--- src/rtl/cfp_pkg.sv ---
// ----------------------------------------------------------------------------
// CRC-32 forcing patch package
// Shared types, constants and helpers for the CRC-32 forcing patch block.
// ----------------------------------------------------------------------------
`default_nettype none

package cfp_pkg;

  localparam int unsigned CRC_W = 32;
  localparam int unsigned LEN_W = 29;
  localparam int unsigned CNT_W = $clog2(CRC_W);

  // Low 32 bits of the generator 0x104C11DB7; the x^32 term is implicit.
  localparam logic [CRC_W-1:0] GEN_LOW   = 32'h04C1_1DB7;
  // Inverse of x modulo the generator.
  localparam logic [CRC_W-1:0] X_INVERSE = 32'h8260_8EDB;

  // Operand pairs for the shared bit-serial multiplier.
  typedef enum logic [1:0] {
    SEL_ZB,  // running power times base
    SEL_BB,  // base squared
    SEL_ZD   // final power times the CRC difference
  } mul_sel_e;

  // Commands from the controller to the datapath.
  typedef struct packed {
    logic     load;      // capture a new input word
    logic     mul_load;  // load multiplier operands, clear accumulator
    mul_sel_e mul_sel;
    logic     mul_step;  // one shift-and-add step
    logic     wb_z;      // product into the running power
    logic     wb_base;   // product into the base, shift the exponent
    logic     wb_out;    // bit-reversed product into the output register
  } cfp_cmd_t;

  // Status from the datapath to the controller.
  typedef struct packed {
    logic e_lsb;  // current exponent bit
  } cfp_sts_t;

  function automatic logic [CRC_W-1:0] bit_rev(input logic [CRC_W-1:0] v);
    logic [CRC_W-1:0] r;
    for (int i = 0; i < int'(CRC_W); i++) begin
      r[i] = v[CRC_W-1-i];
    end
    return r;
  endfunction

endpackage

`default_nettype wire

--- src/rtl/cfp_dp.sv ---
// ----------------------------------------------------------------------------
// CRC-32 forcing patch datapath
// Operand registers, exponent shifter and one bit-serial GF(2) multiplier.
// ----------------------------------------------------------------------------
`default_nettype none

module cfp_dp (
  input  wire logic                          clk_i,
  input  wire logic                          rst_ni,
  input  wire cfp_pkg::cfp_cmd_t             cmd_i,
  output cfp_pkg::cfp_sts_t                  sts_o,
  input  wire logic [cfp_pkg::LEN_W-1:0]     buffer_length_i,
  input  wire logic [cfp_pkg::LEN_W-1:0]     patch_offset_i,
  input  wire logic [cfp_pkg::CRC_W-1:0]     current_crc_i,
  input  wire logic [cfp_pkg::CRC_W-1:0]     target_crc_i,
  output logic      [cfp_pkg::CRC_W-1:0]     patch_mask_o
);

  localparam int unsigned W = cfp_pkg::CRC_W;

  logic [cfp_pkg::LEN_W-1:0] diff;
  logic [W-1:0] e_q, z_q, base_q, d_q, a_q, b_q, acc_q, mask_q;
  logic [W-1:0] a_shift;

  // Byte distance modulo 2^29, times eight: the bit distance modulo 2^32.
  assign diff    = buffer_length_i - patch_offset_i;
  assign a_shift = a_q[W-1] ? ({a_q[W-2:0], 1'b0} ^ cfp_pkg::GEN_LOW)
                            : {a_q[W-2:0], 1'b0};

  always_ff @(posedge clk_i) begin
    if (cmd_i.load) begin
      e_q    <= {diff, 3'b000};
      z_q    <= W'(1);
      base_q <= cfp_pkg::X_INVERSE;
      d_q    <= current_crc_i ^ target_crc_i;
    end
    if (cmd_i.wb_z) begin
      z_q <= acc_q;
    end
    if (cmd_i.wb_base) begin
      base_q <= acc_q;
      e_q    <= {1'b0, e_q[W-1:1]};
    end
    if (cmd_i.mul_load) begin
      acc_q <= '0;
      case (cmd_i.mul_sel)
        cfp_pkg::SEL_ZB: begin
          a_q <= z_q;
          b_q <= base_q;
        end
        cfp_pkg::SEL_BB: begin
          a_q <= base_q;
          b_q <= base_q;
        end
        default: begin
          a_q <= z_q;
          b_q <= d_q;
        end
      endcase
    end else if (cmd_i.mul_step) begin
      if (b_q[0]) begin
        acc_q <= acc_q ^ a_q;
      end
      a_q <= a_shift;
      b_q <= {1'b0, b_q[W-1:1]};
    end
  end

  always_ff @(posedge clk_i or negedge rst_ni) begin
    if (!rst_ni) begin
      mask_q <= '0;
    end else if (cmd_i.wb_out) begin
      mask_q <= cfp_pkg::bit_rev(acc_q);
    end
  end

  assign sts_o.e_lsb = e_q[0];
  assign patch_mask_o = mask_q;

endmodule

`default_nettype wire

--- src/rtl/cfp_ctrl.sv ---
// ----------------------------------------------------------------------------
// CRC-32 forcing patch controller
// Sequences square-and-multiply over the exponent bits and the final product.
// ----------------------------------------------------------------------------
`default_nettype none

module cfp_ctrl (
  input  wire logic              clk_i,
  input  wire logic              rst_ni,
  input  wire logic              in_valid_i,
  output logic                   in_stall_o,
  output logic                   out_valid_o,
  input  wire logic              out_stall_i,
  output cfp_pkg::cfp_cmd_t      cmd_o,
  input  wire cfp_pkg::cfp_sts_t sts_i
);

  localparam logic [1:0] S_IDLE = 2'd0;
  localparam logic [1:0] S_PICK = 2'd1;
  localparam logic [1:0] S_RUN  = 2'd2;
  localparam logic [1:0] S_WB   = 2'd3;

  localparam logic [1:0] OP_MULZ  = 2'd0;
  localparam logic [1:0] OP_SQR   = 2'd1;
  localparam logic [1:0] OP_FINAL = 2'd2;

  localparam int unsigned CW = cfp_pkg::CNT_W;
  localparam logic [CW-1:0] CNT_LAST = CW'(cfp_pkg::CRC_W - 1);

  logic [1:0]    state_q, state_d;
  logic [1:0]    op_q, op_d;
  logic [CW-1:0] cnt_q, cnt_d;
  logic [CW-1:0] ecnt_q, ecnt_d;
  logic          mulz_done_q, mulz_done_d;
  logic          out_valid_q, out_valid_d;

  always_comb begin
    cmd_o       = '0;
    cmd_o.mul_sel = cfp_pkg::SEL_ZB;
    state_d     = state_q;
    op_d        = op_q;
    cnt_d       = cnt_q;
    ecnt_d      = ecnt_q;
    mulz_done_d = mulz_done_q;
    out_valid_d = out_valid_q && out_stall_i;

    unique case (state_q)
      S_IDLE: begin
        if (in_valid_i) begin
          cmd_o.load  = 1'b1;
          ecnt_d      = '0;
          mulz_done_d = 1'b0;
          state_d     = S_PICK;
        end
      end
      S_PICK: begin
        cmd_o.mul_load = 1'b1;
        cnt_d          = '0;
        state_d        = S_RUN;
        if (!mulz_done_q && sts_i.e_lsb) begin
          cmd_o.mul_sel = cfp_pkg::SEL_ZB;
          op_d          = OP_MULZ;
        end else begin
          cmd_o.mul_sel = cfp_pkg::SEL_BB;
          op_d          = OP_SQR;
        end
      end
      S_RUN: begin
        cmd_o.mul_step = 1'b1;
        cnt_d          = cnt_q + 1'b1;
        if (cnt_q == CNT_LAST) begin
          state_d = S_WB;
        end
      end
      S_WB: begin
        case (op_q)
          OP_MULZ: begin
            cmd_o.wb_z  = 1'b1;
            mulz_done_d = 1'b1;
            state_d     = S_PICK;
          end
          OP_SQR: begin
            cmd_o.wb_base = 1'b1;
            if (ecnt_q == CNT_LAST) begin
              cmd_o.mul_load = 1'b1;
              cmd_o.mul_sel  = cfp_pkg::SEL_ZD;
              op_d           = OP_FINAL;
              cnt_d          = '0;
              state_d        = S_RUN;
            end else begin
              ecnt_d      = ecnt_q + 1'b1;
              mulz_done_d = 1'b0;
              state_d     = S_PICK;
            end
          end
          default: begin
            // Hold the product until the output register is free.
            if (!out_valid_q || !out_stall_i) begin
              cmd_o.wb_out = 1'b1;
              out_valid_d  = 1'b1;
              state_d      = S_IDLE;
            end
          end
        endcase
      end
      default: begin
        state_d = S_IDLE;
      end
    endcase
  end

  always_ff @(posedge clk_i or negedge rst_ni) begin
    if (!rst_ni) begin
      state_q     <= S_IDLE;
      op_q        <= OP_MULZ;
      cnt_q       <= '0;
      ecnt_q      <= '0;
      mulz_done_q <= 1'b0;
      out_valid_q <= 1'b0;
    end else begin
      state_q     <= state_d;
      op_q        <= op_d;
      cnt_q       <= cnt_d;
      ecnt_q      <= ecnt_d;
      mulz_done_q <= mulz_done_d;
      out_valid_q <= out_valid_d;
    end
  end

  assign in_stall_o  = (state_q != S_IDLE);
  assign out_valid_o = out_valid_q;

endmodule

`default_nettype wire

--- src/rtl/crc32_forcing_patch.sv ---
// ----------------------------------------------------------------------------
// CRC-32 forcing patch
// Computes the 32-bit XOR mask that forces a raw CRC-32 to a wanted value.
// ----------------------------------------------------------------------------
//
//   Channel  Direction  Handshake                 Payload
//   input    in         in_valid_i / in_stall_o   buffer_length, patch_offset,
//                                                 current_crc, target_crc
//   output   out        out_valid_o / out_stall_i patch_mask
//
// One word is worked at a time by the single bit-serial multiplier, and the
// input stays stalled until it is done: each of the 32 exponent bits costs
// one squaring plus, for a one bit, one multiply, and the final product
// follows. The number of multiplies is the number of set bits of the bit
// distance (at most 29).
// Reset is asynchronous and active low and returns the controller to idle.
// A finished mask sits in the output register while a new word is accepted;
// if that mask is still stalled when the next one is done, the controller
// holds in its write-back step until the register frees up.
//
// The mask is the bit-reversed product of current_crc ^ target_crc with
// x^(-d) modulo 0x104C11DB7, d being eight times the byte distance from the
// patch offset to the end of the data, modulo 2^32. The inverse power is
// formed as (x^-1)^d by square and multiply.
// ----------------------------------------------------------------------------
`default_nettype none

module crc32_forcing_patch (
  input  wire logic                      clk_i,
  input  wire logic                      rst_ni,
  input  wire logic                      in_valid_i,
  output logic                           in_stall_o,
  input  wire logic [cfp_pkg::LEN_W-1:0] buffer_length_i,
  input  wire logic [cfp_pkg::LEN_W-1:0] patch_offset_i,
  input  wire logic [cfp_pkg::CRC_W-1:0] current_crc_i,
  input  wire logic [cfp_pkg::CRC_W-1:0] target_crc_i,
  output logic                           out_valid_o,
  input  wire logic                      out_stall_i,
  output logic      [cfp_pkg::CRC_W-1:0] patch_mask_o
);

  cfp_pkg::cfp_cmd_t cmd;
  cfp_pkg::cfp_sts_t sts;

  // The controller owns the handshakes and the step counters.
  cfp_ctrl u_ctrl (
    .clk_i       (clk_i),
    .rst_ni      (rst_ni),
    .in_valid_i  (in_valid_i),
    .in_stall_o  (in_stall_o),
    .out_valid_o (out_valid_o),
    .out_stall_i (out_stall_i),
    .cmd_o       (cmd),
    .sts_i       (sts)
  );

  // The datapath holds the operands, the multiplier and the mask register.
  cfp_dp u_dp (
    .clk_i           (clk_i),
    .rst_ni          (rst_ni),
    .cmd_i           (cmd),
    .sts_o           (sts),
    .buffer_length_i (buffer_length_i),
    .patch_offset_i  (patch_offset_i),
    .current_crc_i   (current_crc_i),
    .target_crc_i    (target_crc_i),
    .patch_mask_o    (patch_mask_o)
  );

endmodule

`default_nettype wire

--- config.mk ---
export PLATFORM = sky130hd
export DESIGN_NAME = crc32_forcing_patch
export DESIGN_NICKNAME = d
export VERILOG_FILES = /design/src/rtl/cfp_pkg.sv /design/src/rtl/cfp_dp.sv /design/src/rtl/cfp_ctrl.sv /design/src/rtl/crc32_forcing_patch.sv
export SDC_FILE = /design/constraint.sdc
export NUM_CORES = 1
export LEC_CHECK = 0
export ABC_AREA = 1
export BUFFER_PORTS_ARGS = -buffer_cell sky130_fd_sc_hd__buf_2
export CAP_MARGIN = 40
export CELL_PAD_IN_SITES_DETAIL_PLACEMENT = 2
export CELL_PAD_IN_SITES_GLOBAL_PLACEMENT = 2
export CORE_MARGIN = 2
export CORE_UTILIZATION = 39
export CTS_CLUSTER_DIAMETER = 200
export DETAILED_ROUTE_END_ITERATION = 7
export PLACE_DENSITY = 0.87
export SYNTH_ARGS = -nofsm -noshare
export SYNTH_HDL_FRONTEND = slang
export SYNTH_SLANG_ARGS = --single-unit
--- constraint.sdc ---
create_clock -name clk_i -period 9.45 [get_ports clk_i]
set_input_delay 0.4725 -clock clk_i [delete_from_list [all_inputs] [get_ports clk_i]]
set_output_delay 0.4725 -clock clk_i [all_outputs]
set_load 0.01 [all_outputs]
### After elaboration in Yosys (flattened, before gate mapping)

Cells that the tools add are included.
W data, S select, Z words.

| word-level totals | value |
|---|---|
| memories | 0 |
| bits in latches | 0 |
| memory bits (read-only) | 0 |
| memory bits (writable) | 0 |
| flip-flop bits (word level) | 272 |
| output and inout bits | 34 |
| input bits | 126 |

| cells by class | value |
|---|---|
| bitwise logic cells | 3 |
| divide/modulo/power cells | 0 |
| multiply operators | 0 |
| muxes and demuxes | 48 |
| equal/unequal tests | 15 |
| shift operators | 0 |
| reductions and logical operators | 24 |
| $lt $le $gt $ge | 0 |
| add/subtract/negate cells | 3 |

Operator list:

| kind | count |
|---|---|
| $mux W32 | 10 |
| $xor A32 B32 Y32 | 2 |
| $mux W31 | 2 |
| $sub A29 B29 Y29 | 1 |
| $mux W27 | 1 |
| $mux W5 | 5 |
| $pmux W5 S3 | 1 |
| $not A14 Y14 | 1 |
| $mux W1 | 13 |
| $mux W2 | 6 |
| $reduce_bool A2 Y1 | 6 |
| $add A5 B1 Y5 const B | 2 |
| $eq A5 B5 Y1 const B | 2 |
| $pmux W5 S2 | 1 |
| $mux W3 | 3 |
| $reduce_and A3 Y1 | 3 |
| $pmux W2 S2 | 2 |
| $pmux W2 S4 | 1 |
| $reduce_and A4 Y1 | 2 |
| $eq A2 B1 Y1 const B | 3 |
| $logic_not A2 Y1 | 3 |
| $ne A2 B1 Y1 const B | 3 |
| $pmux W3 S2 | 1 |
| $eq A2 B2 Y1 const B | 2 |
| other kinds (11) | 17 |

### Logic depth before layout (Yosys ltp)

Gate-level depths: netlist of run 1.

| depth | value |
|---|---|
| depth after elaboration | 8 |
| mapped depth | 14 |
| gate-level depth less buffers | 14 |

### By module

From an unflattened synthesis of run 1, not the netlist that was laid out.

| unflattened totals | value |
|---|---|
| cells, all modules | 1581 |
| area, all modules | 13832.0 um2 |

Modules (own cells, without submodules):

| module | area an instance (um2) | times used | cells each | sequential area each (um2) |
|---|---|---|---|---|
| cfp_dp | 12873.6 | 1 | 1457 | 7196.9 |
| cfp_ctrl | 958.4 | 1 | 124 | 400.4 |

### Least setup slack after synthesis of run 1

OpenSTA, ideal clock, no wires.

| timing | value |
|---|---|
| path type | register -> register |
| start point | register u_ctrl.ecnt_q[0] |
| end point | register u_dp.a_q[0], enable pin |
| data arrival time | 4.486 ns |
| stages on the path, launching flop included | 10 |
| path slack | 4.465 ns |
| required time | 8.951 ns |
| setup time | 0.499 ns |
| path through | dfrtp_1 > ha_1 > inv_1 > nor3_1 > ha_1 > nand2_8 > nand2_2 > inv_1 > clkbuf_1 > o21bai_1 |

| on the way | value |
|---|---|
| word-level cells in the longest chain between the ends | 5 |

RTL lines:

| element | RTL line | source |
|---|---|---|
| from (decl) | cfp_ctrl.sv:33 | `logic [CW-1:0] ecnt_q, ecnt_d;` |
| from (signal assigned) | cfp_ctrl.sv:124 | `ecnt_q <= ecnt_d;` |
| $eq A5 B5 Y1 | cfp_ctrl.sv:84 | `if (ecnt_q == CNT_LAST) begin` |
| $mux W3 | cfp_ctrl.sv:84 |  |
| $mux W3 | cfp_ctrl.sv:76 | `case (op_q)` |
| $pmux W3 S2 | cfp_ctrl.sv:47 | `unique case (state_q)` |
| $reduce_bool A2 Y1 (no line) | n/a |  |
| to (signal assigned) | cfp_dp.sv:52 | `a_q <= base_q;` |
| to (signal assigned) | cfp_dp.sv:56 | `a_q <= z_q;` |
| to (signal assigned) | cfp_dp.sv:64 | `a_q <= a_shift;` |
| to (decl) | cfp_dp.sv:22 | `logic [W-1:0] e_q, z_q, base_q, d_q, a_q, b_q, acc_q, mask_q;` |

Every way passes these cells.
A chain may end at the register's enable or synchronous reset.

### Worst setup path in the final report of run 1

| timing | value |
|---|---|
| start point | register u_ctrl.state_q[0] |
| end point | register u_dp.a_q[29], data pin |

| on the way | value |
|---|---|
| word-level cells in the longest chain between the ends | 5 |
| elaborated cells between the ends (all ways) | 6 |
| classes of those cells | eq/ne (3); mux (3) |

RTL lines:

| element | RTL line | source |
|---|---|---|
| from (decl) | cfp_ctrl.sv:30 | `logic [1:0] state_q, state_d;` |
| from (signal assigned) | cfp_ctrl.sv:121 | `state_q <= state_d;` |
| $eq A2 B2 Y1 or $eq A2 B1 Y1 (tied branches) | cfp_ctrl.sv:47 |  |
| $pmux W3 S2 * | cfp_ctrl.sv:47 |  |
| $eq A2 B1 Y1 | cfp_dp.sv:46 | `case (cmd_i.mul_sel)` |
| $mux W32 | cfp_dp.sv:46 |  |
| $mux W32 * | cfp_dp.sv:44 | `if (cmd_i.mul_load) begin` |
| to (signal assigned) | cfp_dp.sv:48 | `a_q <= z_q;` |
| to (signal assigned) | cfp_dp.sv:52 |  |
| to (signal assigned) | cfp_dp.sv:56 |  |

Mark *: on every way between the ends. The rest lies on a longest branch, timed or not.

==> metrics.yaml, run 1 <==
worst_setup_path:
  reg2regPathDepth: 10
  cpMostUsedCell: "sky130_fd_sc_hd__nand2_8"
  regToRegStartpoint: "u_ctrl.state_q[0]"
  ff2ff_setup_slack_ns: 5.83
  crit_fanout: 52
  timing.critical_path.from: "u_ctrl.state_q[0]"
  crit-reg2reg-capture: "u_dp.a_q[29]"
  endpoint_kind: "flop"
  critical_path.top_delay_family: "simple AND/OR/NAND/NOR gates"
  cp.required_ns: 9.67
  cp-start-kind: "flop"
  worst-setup-path-type: "flop to flop"
  cp_slowest_cell: "sky130_fd_sc_hd__nor2_8"
  cpPeakStageDelay_ns: 0.65
  path_buf_inv: 3
  crit_chain: "ha_1, inv_6, nor2_8, nand2_8, nand2_8, inv_4, nand2_4, inv_2, nand2_1, a31oi_1"
  timing.critical_path.arrival_ns: 3.84
grt:
  first_global_vias: 12606
  grt_util_all_layers: 0.259
  antenna_violations_before_repair: 0
  grt_max_degree: 89
  grt_overflow: 0
  grt_pass1_wl_mm: 72.0
floorplan:
  chipWidth_um: 190
  std_cell_rows: 68
  ios: 160
  dieHeight_um: 190
  dieArea_um2: 36100
  initial_core_util: 0.394
  floorplan.core_area_um2: 34300
run_status:
  status: "finished clean"
placed_design:
  io_buffer_count: 159
  place_hpwl_mm: 31.4
  gp_congestion: 0.836
  placed_cells_incl_taps: 2066
  place_ws_ns: 5.90
synth:
  ys_types: 44
  number_of_flops_mapped_to_enable_cells_by_yosys: 191
  syn_warnings: 0
  synth-async-reset-ratio: 0.176
  synth_most_common_cell: "sky130_fd_sc_hd__nand2_1"
  mappedNetlistArea_um2: 13500
  synthesis.nets: 1653
  ff_latch_count_synth: 272
  synth.top_cells.by_count: "sky130_fd_sc_hd__nand2_1 (448), sky130_fd_sc_hd__edfxtp_1 (191), sky130_fd_sc_hd__inv_1 (165)"
  synthesis.area_per_instance_um2: 9.06
  synth_area_leaders: "sky130_fd_sc_hd__edfxtp_1 (43%), sky130_fd_sc_hd__nand2_1 (12%), sky130_fd_sc_hd__dfrtp_1 (8.9%)"
  synth_top_area_share: 0.425
  most_used_flip_flop_cell_after_synthesis: "sky130_fd_sc_hd__edfxtp_1"
  seq_area_frac_synth: 0.563
  postSynthCellCount: 1490
  synth.largest_area_cell: "sky130_fd_sc_hd__edfxtp_1"
flow_run:
  timing.max_cap.violations: 0
pwr:
  p_comb_frac: 0.319
  p_seq_frac: 0.437
  power_frac_clock: 0.244
  vdd_ir_drop_max_uv: 237
  leakagePower_nw: 6.91
  power_density_cells_nw_per_um2: 306
  p_sw_w: 0.00184
  p_sw_frac: 0.382
  power.internal_w: 0.00297
hold_path:
  min-delay-path-class: "input port to async pin"
timing:
  achievable_freq_mhz: 276
  setup-tns-final_ns: 0
  timing.final.crit_share: 0.384
  endpoints_failing_hold: 0
  timing.final.setup_violations: 0
  finalMaxSlewViolations: 0
  worst_slack_ns: 5.83
  grt_setup_unrepaired: "false"
  final.setup_skew_ns: 0.0133
  max-slew-margin-rel: 0.353
  time_the_worst_path_needs_with_i_o_delays_and_setup_ns: 3.62
  worst_pin_slew_ns: 0.970
clock_tree:
  cts-hold-fix-buffers: 0
  cts_tree: "yes"
  cts-resized-gates: 0
  clk_transition_reported_paths_ns: 0.07
  cts_inserted_buffers: 28
  latest_clock_arrival_within_the_worst_skew_pair_ns: 0.55
  cts_max_path_buffers: 3
  clock_tree.htree_level_count: 1
  ctsRootBufferMaster: "sky130_fd_sc_hd__clkbuf_16"
  cts_sinks: 272
  cts_setup_buffers: 0
layout:
  stdcell_count: 2118
  final_util: 0.458
  multi_input_gate_area_um2: 5020
  num_antenna_cells: 0
  drive_gt1_frac: 0.142
  area_growth_syn_to_layout_pct: 16.5
  layout.nets: 1804
  n_fill_cell: 3724
  area.sequential_um2: 7600
detailed_routing:
  antenna_violating_nets_post_route: 0
  routed_wl_mm: 46.2
  num_vias: 11113
  routed_via_density: 5.25
  post-route-drc-count: 0
  first_pass_iters: 5
  average_wire_length_per_cell_after_detail_routing_um: 21.8
  drtIter0Drc: 441
## cells by family after synthesis
logic type                 after synthesis  share of synthesized area
DFF                                    272                      0.563
xor gates and xnor gates                85                     0.0552
and+or+nand+nor                        711                      0.214
buffers and inverters                  223                     0.0662
AOI/OAI and AO/OA                      161                     0.0664
adders and majority gates               37                     0.0349
muxes                                    1                   0.000742
## state kept, by name, summed over array words and instances (netlist names)
register and flops:
u_ctrl.cnt_q 5, u_ctrl.ecnt_q 5, u_ctrl.mulz_done_q 1, u_ctrl.op_q 2, u_ctrl.out_valid_o 1, u_ctrl.state_q 2, u_dp.a_q 32, u_dp.acc_q 32
u_dp.b_q 32, u_dp.base_q 32, u_dp.d_q 32, u_dp.e_q 32, u_dp.patch_mask_o 32, u_dp.z_q 32
## through the flow
step | hold slack [ns] | total power [W] | instance area, um^2
final | 0.0801 | 0.00481 | 15700
after global routing | 0.129 | 0.00504 | 15700
after CTS | 0.0842 | 0.00483 | 15700
after detailed placement | 0.472 | 0.00358 | 14800
after global placement | 0.463 | 0.00337 | 14700
after floorplan | 0.177 | 0.00300 | 13500
## power groups by stage
| stage | Sequential (W) | Clock (W) | Combinational, W |
|---|---|---|---|
| 6_report | 0.00210 | 0.00117 | 0.00154 |
| 5_1_grt | 0.00212 | 0.00122 | 0.00169 |
| 4_1_cts | 0.00210 | 0.00118 | 0.00155 |
| 3_5_place_dp | 0.00209 | 0 | 0.00148 |
| 3_3_place_gp | 0.00206 | 0 | 0.00130 |
| 2_1_floorplan | 0.00201 | 0 | 0.000992 |
## cell type report
cell class	count	area share
multi-input combinational	995	0.319
clock inverter	11	0.00836
sequential	272	0.483
clock buffer	41	0.0529
timing repair buffer	170	0.0579
inverter	174	0.0420
tap	455	0.0362
## worst max-delay path by stage
stage / to / slack [ns] / cells after the start
6_report: u_dp.a_q[29] / 5.83 / 10
5_1_grt: u_dp.a_q[8] / 5.59 / 9
4_1_cts: u_dp.a_q[29] / 5.82 / 10
3_5_place_dp: u_dp.b_q[17] / 5.90 / 9
3_3_place_gp: u_dp.b_q[23] / 6.09 / 9
2_1_floorplan: u_dp.a_q[0] / 4.46 / 9
## layout by cell type (no fill, tap or decap), types with 17 or more instances in the layout
cell type / instances
sky130_fd_sc_hd__a21oi_1: 33
sky130_fd_sc_hd__a31oi_1: 21
sky130_fd_sc_hd__buf_2: 159
sky130_fd_sc_hd__clkbuf_16: 29
sky130_fd_sc_hd__dfrtp_1: 48
sky130_fd_sc_hd__dfxtp_1: 33
sky130_fd_sc_hd__edfxtp_1: 191
sky130_fd_sc_hd__ha_1: 36
sky130_fd_sc_hd__inv_1: 165
sky130_fd_sc_hd__nand2_1: 446
sky130_fd_sc_hd__nand3_1: 72
sky130_fd_sc_hd__nor2_1: 160
sky130_fd_sc_hd__o21ai_0: 72
sky130_fd_sc_hd__xnor2_1: 17
sky130_fd_sc_hd__xor2_1: 68
## worst reg2reg max path, delay by kind of cell (launching register included)
| family | cells | cell delay [ns] |
|---|---|---|
| DFF | 1 | 0.46 |
| AOI/OAI and AO/OA | 1 | 0.18 |
| and+or+nand+nor | 5 | 1.56 |
| adders and majority gates | 1 | 0.46 |
| buffers and inverters | 3 | 0.66 |
## routing by layer
metal  part of all wire  vias to the layer above  GRT usage  routed length [um]
li1                   -                     5117          -                   -
met1               0.37                     5590      0.280               17300
met2               0.54                      294      0.500               25100
met3              0.037                      112     0.0343                1710
met4              0.047                        0      0.115                2160
met5                  0                        -          0                   0
No activity file was read; power rests on OpenSTA's default activity.
==> inputs of run 2 (changes only) <==
--- a/config.mk
+++ b/config.mk
@@ -5,16 +5,16 @@
 export SDC_FILE = /design/constraint.sdc
 export NUM_CORES = 1
 export LEC_CHECK = 0
-export ABC_AREA = 1
+export ABC_AREA = 0
 export BUFFER_PORTS_ARGS = -buffer_cell sky130_fd_sc_hd__buf_2
 export CAP_MARGIN = 40
 export CELL_PAD_IN_SITES_DETAIL_PLACEMENT = 2
 export CELL_PAD_IN_SITES_GLOBAL_PLACEMENT = 2
 export CORE_MARGIN = 2
-export CORE_UTILIZATION = 39
+export CORE_UTILIZATION = 35
 export CTS_CLUSTER_DIAMETER = 200
 export DETAILED_ROUTE_END_ITERATION = 7
-export PLACE_DENSITY = 0.87
+export PLACE_DENSITY = 0.78
 export SYNTH_ARGS = -nofsm -noshare
 export SYNTH_HDL_FRONTEND = slang
 export SYNTH_SLANG_ARGS = --single-unit
==> constraint.sdc (replaced) <==
create_clock -name clk_i -period 3.3 [get_ports clk_i]
set_input_delay 0.165 -clock clk_i [delete_from_list [all_inputs] [get_ports clk_i]]
set_output_delay 0.165 -clock clk_i [all_outputs]
set_load 0.01 [all_outputs]
==> metrics.yaml, run 2 <==
floorplan:
  ios: 160  # unchanged
  std_cell_rows: 71  # was 68
  chipWidth_um: 199  # was 190 um
  floorplan.core_area_um2: 37600  # was 34300 um^2
  dieArea_um2: 39600  # was 36100 um^2
  initial_core_util: 0.354  # was 0.394
  dieHeight_um: 199  # was 190 um
synth:
  mappedNetlistArea_um2: 13300  # was 13500 um^2
  ys_types: 68  # was 44
  seq_area_frac_synth: 0.571  # was 0.563
  ff_latch_count_synth: 272  # unchanged
  synth_area_leaders: "sky130_fd_sc_hd__edfxtp_1 (43%), sky130_fd_sc_hd__dfrtp_1 (9.0%), sky130_fd_sc_hd__xor2_1 (5.6%)"  # was sky130_fd_sc_hd__edfxtp_1 (43%), sky130_fd_sc_hd__nand2_1 (12%), sky130_fd_sc_hd__dfrtp_1 (8.9%)
  number_of_flops_mapped_to_enable_cells_by_yosys: 191  # unchanged
  most_used_flip_flop_cell_after_synthesis: "sky130_fd_sc_hd__edfxtp_1"  # unchanged
  synth.top_cells.by_count: "sky130_fd_sc_hd__edfxtp_1 (191), sky130_fd_sc_hd__nand2_1 (149), sky130_fd_sc_hd__o21ai_0 (93)"  # was sky130_fd_sc_hd__nand2_1 (448), sky130_fd_sc_hd__edfxtp_1 (191), sky130_fd_sc_hd__inv_1 (165)
  synth_top_area_share: 0.431  # was 0.425
  synthesis.nets: 1323  # was 1653
  synth_most_common_cell: "sky130_fd_sc_hd__edfxtp_1"  # was sky130_fd_sc_hd__nand2_1
  postSynthCellCount: 1160  # was 1490
  synth-async-reset-ratio: 0.176  # unchanged
  synthesis.area_per_instance_um2: 11.5  # was 9.06 um^2
  synth.largest_area_cell: "sky130_fd_sc_hd__edfxtp_1"  # unchanged
  syn_warnings: 0  # unchanged
layout:
  drive_gt1_frac: 0.207  # was 0.142
  num_antenna_cells: 0  # unchanged
  layout.nets: 1543  # was 1804
  final_util: 0.436  # was 0.458
  area_growth_syn_to_layout_pct: 23.1  # was 16.5%
  most-common-layout-cells: "sky130_fd_sc_hd__edfxtp_1 (191), sky130_fd_sc_hd__buf_2 (159), sky130_fd_sc_hd__nand2_1 (148)"  # was sky130_fd_sc_hd__nand2_1 (446), sky130_fd_sc_hd__edfxtp_1 (191), sky130_fd_sc_hd__inv_1 (165)
  final_common_cell: "sky130_fd_sc_hd__edfxtp_1"  # was sky130_fd_sc_hd__nand2_1
placed_design:
  place_ws_ns: 0.376  # was 5.90 ns
  gp_congestion: 0.768  # was 0.836
  place_hpwl_mm: 26.2  # was 31.4 mm
  io_buffer_count: 159  # unchanged
clock_tree:
  clk_transition_reported_paths_ns: 0.06  # was 0.07 ns
  ctsRootBufferMaster: "sky130_fd_sc_hd__clkbuf_16"  # unchanged
  clock_tree.htree_level_count: 1  # unchanged
  cts-resized-gates: 0  # unchanged
  latest_clock_arrival_within_the_worst_skew_pair_ns: 0.55  # about the same
  cts_inserted_buffers: 29  # was 28
  cts_tree: "yes"  # unchanged
  cts_max_path_buffers: 3  # unchanged
  cts_sinks: 272  # unchanged
grt:
  grt_max_degree: 65  # was 89
  antenna_violations_before_repair: 0  # unchanged
  first_global_vias: 11047  # was 12606
  grt_overflow: 0  # unchanged
  grt_util_all_layers: 0.207  # was 0.259
  grt_pass1_wl_mm: 63.1  # was 72.0 mm
worst_setup_path:
  worst-setup-path-type: "flop to flop"  # unchanged
  crit_fanout: 32  # was 52
  worstSetupEndpoint: "u_dp.acc_q[7]"  # was u_dp.a_q[29]
  cp.required_ns: 3.68  # was 9.67 ns
  endpoint_kind: "flop"  # unchanged
  regToRegStartpoint: "u_ctrl.state_q[0]"  # unchanged
  ff2ff_setup_slack_ns: 0.34  # was 5.83 ns
  cp-start-kind: "flop"  # unchanged
  crit-reg2reg-capture: "u_dp.acc_q[7]"  # was u_dp.a_q[29]
  timing.critical_path.from: "u_ctrl.state_q[0]"  # unchanged
  timing.critical_path.arrival_ns: 3.35  # was 3.84 ns
  reg2regPathDepth: 7  # was 10
timing:
  worst_pin_slew_ns: 0.853  # was 0.970 ns
  time_the_worst_path_needs_with_i_o_delays_and_setup_ns: 2.96  # was 3.62 ns
  final.setup_skew_ns: 0.0236  # was 0.0133 ns
  max-slew-margin-rel: 0.431  # was 0.353
  timing.final.crit_share: 0.898  # was 0.384
  setup-tns-final_ns: 0  # unchanged
  whs_ns: 0.109  # was 0.0801 ns
  endpoints_failing_hold: 0  # unchanged
  timing.final.setup_violations: 0  # unchanged
  achievable_freq_mhz: 337  # was 276 MHz
  finalMaxSlewViolations: 0  # unchanged
  worst_slack_ns: 0.336  # was 5.83 ns
  grt_setup_unrepaired: "false"  # unchanged
pwr:
  totalPowerFinal_w: 0.00770  # was 0.00481 W
  leakagePower_nw: 7.08  # was 6.91 nW
  power_density_cells_nw_per_um2: 470  # was 306 nW/um^2
  vdd_ir_drop_max_uv: 363  # was 237 uV
detailed_routing:
  num_vias: 9700  # was 11113
  first_pass_iters: 4  # was 5
  drtIter0Drc: 420  # was 441
  post-route-drc-count: 0  # unchanged
  routed_wl_mm: 40.4  # was 46.2 mm
  average_wire_length_per_cell_after_detail_routing_um: 21.1  # was 21.8 um
  routed_via_density: 5.07  # was 5.25
  antenna_violating_nets_post_route: 0  # unchanged
flow_run:
  timing.max_cap.violations: 0  # unchanged
hold_path:
  min-delay-path-class: "input port to flop"  # was input port to async pin
run_status:
  status: "finished clean"  # unchanged
run 2: cell count changes after synthesis, moves of 32 or more:
| cell | previous run | this run |
|---|---|---|
| sky130_fd_sc_hd__nand3_1 | 72 | 15 |
| sky130_fd_sc_hd__mux2_2 | 0 | 33 |
| sky130_fd_sc_hd__and2_1 | 1 | 33 |
| sky130_fd_sc_hd__inv_1 | 165 | 41 |
| sky130_fd_sc_hd__nor2_1 | 160 | 65 |
| sky130_fd_sc_hd__mux2i_1 | 1 | 64 |
| sky130_fd_sc_hd__nand2_1 | 448 | 149 |
run 2: power by group:
group          total (W)             switching [W]  internal, W
combinational   0.000649                  0.000333     0.000315
sequential       0.00365  0.0000000000000000000271      0.00365
clock            0.00340                   0.00135      0.00205
total            0.00770                   0.00168      0.00602
run 2: final cells by class:
class                           count  area (um^2)
Clock buffer                       46          840
Clock inverter                      8          143
Fill cell                        3899        21200
Inverter                           42          158
Multi-Input combinational cell    788         5330
Sequential cell                   272         7600
Tap cell                          511          639
Timing Repair Buffer              247         1670
run 2: metal layers:
layer | vias to the layer above | wire, um | track usage
met2 | 169 | 21600 | 0.395
li1 | 4517 | - | -
met3 | 40 | 1040 | 0.0183
met5 | - | 0 | 0
met4 | 0 | 545 | 0.0437
met1 | 4974 | 17200 | 0.252
run 2: metrics by stage:
stage          instances  instance area [um^2]
2_1_floorplan       1160                 13300
3_3_place_gp        1793                 14700
3_5_place_dp        1794                 14700
4_1_cts             1914                 16400
5_1_grt             1914                 16400
6_report            1914                 16400
run 2: kinds of logic after synthesis:
family          Yosys count  share of synthesized area
compound gates          205                     0.0949
xor+xnor                101                     0.0665
fa+ha+maj                37                     0.0354
buf+inv                 100                     0.0309
flops                   272                      0.571
mux                      97                     0.0761
simple gates            348                      0.125
run 2: repair_timing:
action                                 CTS  global route
buffers inserted                         0             0
hold buffers                            66             0
endpoints found under the hold margin   59             0
run 2: how the worst min path moves through the flow:
stage	to	slack (ns)	startpoint	cells past startpoint
6_report	u_dp.e_q[3]	0.11	patch_offset_i[0]	3
3_3_place_gp	u_ctrl.out_valid_o	0.27	rst_ni	1
5_1_grt	u_dp.e_q[3]	0.11	patch_offset_i[0]	3
4_1_cts	u_dp.e_q[3]	0.08	patch_offset_i[0]	3
2_1_floorplan	u_ctrl.cnt_q[0]	-0.13	rst_ni	0
3_5_place_dp	u_dp.patch_mask_o[31]	0.28	rst_ni	1
run 2: critical path: stages (launching register included):
cell and delay, ns:
sky130_fd_sc_hd__dfrtp_1 0.48, sky130_fd_sc_hd__ha_1 0.44, sky130_fd_sc_hd__inv_2 0.15, sky130_fd_sc_hd__nor2_2 0.26, sky130_fd_sc_hd__and3_2 0.30, sky130_fd_sc_hd__buf_4 0.28
sky130_fd_sc_hd__or2_2 0.73, sky130_fd_sc_hd__nor2_1 0.15
==> inputs of run 3 (changes only) <==
--- a/config.mk
+++ b/config.mk
@@ -8,13 +8,11 @@
 export ABC_AREA = 0
 export BUFFER_PORTS_ARGS = -buffer_cell sky130_fd_sc_hd__buf_2
 export CAP_MARGIN = 40
-export CELL_PAD_IN_SITES_DETAIL_PLACEMENT = 2
-export CELL_PAD_IN_SITES_GLOBAL_PLACEMENT = 2
 export CORE_MARGIN = 2
-export CORE_UTILIZATION = 35
+export CORE_UTILIZATION = 53
 export CTS_CLUSTER_DIAMETER = 200
 export DETAILED_ROUTE_END_ITERATION = 7
-export PLACE_DENSITY = 0.78
+export PLACE_DENSITY = 0.79
 export SYNTH_ARGS = -nofsm -noshare
 export SYNTH_HDL_FRONTEND = slang
 export SYNTH_SLANG_ARGS = --single-unit
==> metrics.yaml, run 3 (same netlist as run 2, synthesis figures left out) <==
run_status:
  status: "finished clean"  # unchanged
placed_design:
  placed_area_um2: 14600  # was 14700 um^2
  place_ws_ns: 0.457  # was 0.376 ns
  place_hpwl_mm: 19.1  # was 26.2 mm
  gp_congestion: 0.899  # was 0.768
  io_buffer_count: 159  # unchanged
clock_tree:
  cts_tree: "yes"  # unchanged
  cts_inserted_buffers: 28  # was 29
  cts_setup_buffers: 0  # unchanged
  latest_clock_arrival_within_the_worst_skew_pair_ns: 0.53  # was 0.55 ns
  clock_tree.htree_level_count: 1  # unchanged
  cts_sinks: 272  # unchanged
  ctsRootBufferMaster: "sky130_fd_sc_hd__clkbuf_16"  # unchanged
  cts_max_path_buffers: 3  # unchanged
  clk_transition_reported_paths_ns: 0.06  # about the same
timing:
  achievable_freq_mhz: 347  # was 337 MHz
  worst_slack_ns: 0.422  # was 0.336 ns
  timing.final.setup_violations: 0  # unchanged
  final.setup_skew_ns: 0.0122  # was 0.0236 ns
  max-slew-margin-rel: 0.503  # was 0.431
  timing.final.crit_share: 0.872  # was 0.898
  grt_setup_unrepaired: "false"  # unchanged
  finalMaxSlewViolations: 0  # unchanged
  time_the_worst_path_needs_with_i_o_delays_and_setup_ns: 2.88  # was 2.96 ns
  setup-tns-final_ns: 0  # unchanged
  endpoints_failing_hold: 0  # unchanged
  worst_pin_slew_ns: 0.746  # was 0.853 ns
grt:
  top_usage_layer: "met2"  # unchanged
  gr-usage-met1: 0.290  # was 0.252
  grt_util_all_layers: 0.221  # was 0.207
  grt_pass1_wl_mm: 47.0  # was 63.1 mm
  met2_use_gr: 0.388  # was 0.395
  grt_overflow: 0  # unchanged
  first_global_vias: 9405  # was 11047
  global_route.usage.met3: 0.0331  # was 0.0183
  grt_max_degree: 65  # unchanged
  antenna_violations_before_repair: 0  # unchanged
floorplan:
  ios: 160  # unchanged
  chipWidth_um: 162  # was 199 um
  initial_core_util: 0.544  # was 0.354
  std_cell_rows: 57  # was 71
  dieHeight_um: 162  # was 199 um
  dieArea_um2: 26400  # was 39600 um^2
  floorplan.core_area_um2: 24500  # was 37600 um^2
worst_setup_path:
  ff2ff_setup_slack_ns: 0.42  # was 0.34 ns
  endpoint_kind: "flop"  # unchanged
  cp.required_ns: 3.56  # was 3.68 ns
  timing.critical_path.arrival_ns: 3.14  # was 3.35 ns
  crit_fanout: 42  # was 32
  cpMostUsedCell: "sky130_fd_sc_hd__buf_4"
  worst-setup-path-type: "flop to flop"  # unchanged
  crit_chain: "ha_1, inv_2, nor2_2, and3_2, buf_4, buf_4, o21ai_0"  # was ha_1, inv_2, nor2_2, and3_2, buf_4, or2_2, nor2_1
  path_buf_inv: 3  # was 2
  cp-start-kind: "flop"  # unchanged
  cp_slowest_cell: "sky130_fd_sc_hd__dfrtp_1"  # was sky130_fd_sc_hd__or2_2
  critical_path.top_delay_family: "buffers and inverters"  # was simple AND/OR/NAND/NOR gates
  cpPeakStageDelay_ns: 0.48  # was 0.73 ns
pwr:
  power_density_cells_nw_per_um2: 463  # was 470 nW/um^2
  leakagePower_nw: 7.11  # was 7.08 nW
  totalPowerFinal_w: 0.00750  # was 0.00770 W
  vdd_ir_drop_max_uv: 402  # was 363 uV
detailed_routing:
  drtIter0Drc: 534  # was 420
  post-route-drc-count: 0  # unchanged
  first_pass_iters: 5  # was 4
  num_vias: 9348  # was 9700
  antenna_violating_nets_post_route: 0  # unchanged
  routed_via_density: 5.41  # was 5.07
  average_wire_length_per_cell_after_detail_routing_um: 16.8  # was 21.1 um
  routed_wl_mm: 29.0  # was 40.4 mm
layout:
  final_util: 0.662  # was 0.436
  drive_gt1_frac: 0.211  # was 0.207
  layout.cell_area.non_filler_um2: 16200  # was 16400 um^2
  final_common_cell: "sky130_fd_sc_hd__edfxtp_1"  # unchanged
  n_fill_cell: 1797  # was 3899
  num_antenna_cells: 0  # unchanged
  area_growth_syn_to_layout_pct: 21.7  # was 23.1%
  layout.nets: 1544  # was 1543
  most-common-layout-cells: "sky130_fd_sc_hd__edfxtp_1 (191), sky130_fd_sc_hd__buf_2 (159), sky130_fd_sc_hd__nand2_1 (148)"  # unchanged
flow_run:
  timing.max_cap.violations: 0  # unchanged
hold_path:
  min-delay-path-class: "input port to flop"  # unchanged
-- run 3: power by group --
group	switching [W]	total [W]	leakage, nW	internal (W)
sequential	0.0000000000000000000319	0.00365	2.92	0.00365
clock	0.00128	0.00324	0.479	0.00196
combinational	0.000291	0.000604	3.72	0.000313
total	0.00157	0.00750	7.11	0.00593
-- run 3: what timing repair did --
action | in CTS | in global routing
hold buffers | 66 | 0
gates resized for setup | 0 | 0
hold endpoints to repair | 50 | 0
-- run 3: worst register-to-register path: cells and delay by family, from the launching register on --
family                   cells  cell delay [ns]
adder cells (fa/ha/maj)      1             0.40
AND/OR/NAND/NOR              2             0.66
AO/OA/AOI/OAI                1             0.16
buffers and inverters        3             0.92
flip-flops                   1             0.48
-- run 3: cell type report --
| cell class | count | area, um^2 | share of cell area |
|---|---|---|---|
| clock buffers | 36 | 772 | 0.0477 |
| multi-input cells | 788 | 5330 | 0.329 |
| inverters | 42 | 158 | 0.00974 |
| repair buffers | 249 | 1740 | 0.107 |
| flip-flops and latches | 272 | 7600 | 0.469 |
| well taps | 324 | 405 | 0.0251 |
| clock inverters | 16 | 184 | 0.0114 |
-- run 3: final timing paths --
kind,from,end,depth (start not counted)
setup / recovery,u_ctrl.state_q[0],u_dp.b_q[29],7
hold / removal,buffer_length_i[28],u_dp.e_q[31],4
setup reg to reg,u_ctrl.state_q[0],u_dp.b_q[29],7
hold reg to reg,u_ctrl.cnt_q[4],u_ctrl.cnt_q[4],2
max in group asynchronous,rst_ni,u_ctrl.cnt_q[3],3
min in group asynchronous,rst_ni,u_dp.patch_mask_o[13],2
-- run 3: routing by layer --
metal / wire length, um / vias to the layer above / part of all wire
met2: 14200 / 313 / 0.49
met4: 580 / 0 / 0.020
met3: 1770 / 49 / 0.061
met1: 12500 / 4452 / 0.43
met5: 0 / - / 0
li1: - / 4534 / -
-- run 3: through the flow --
| step | std cells | hold WS [ns] |
|---|---|---|
| 6_report | 1727 | 0.0597 |
| 5_1_grt | 1727 | 0.0886 |
| 4_1_cts | 1727 | 0.0539 |
| 3_5_place_dp | 1609 | 0.154 |
| 3_3_place_gp | 1607 | 0.148 |
| 2_1_floorplan | 1160 | -0.131 |
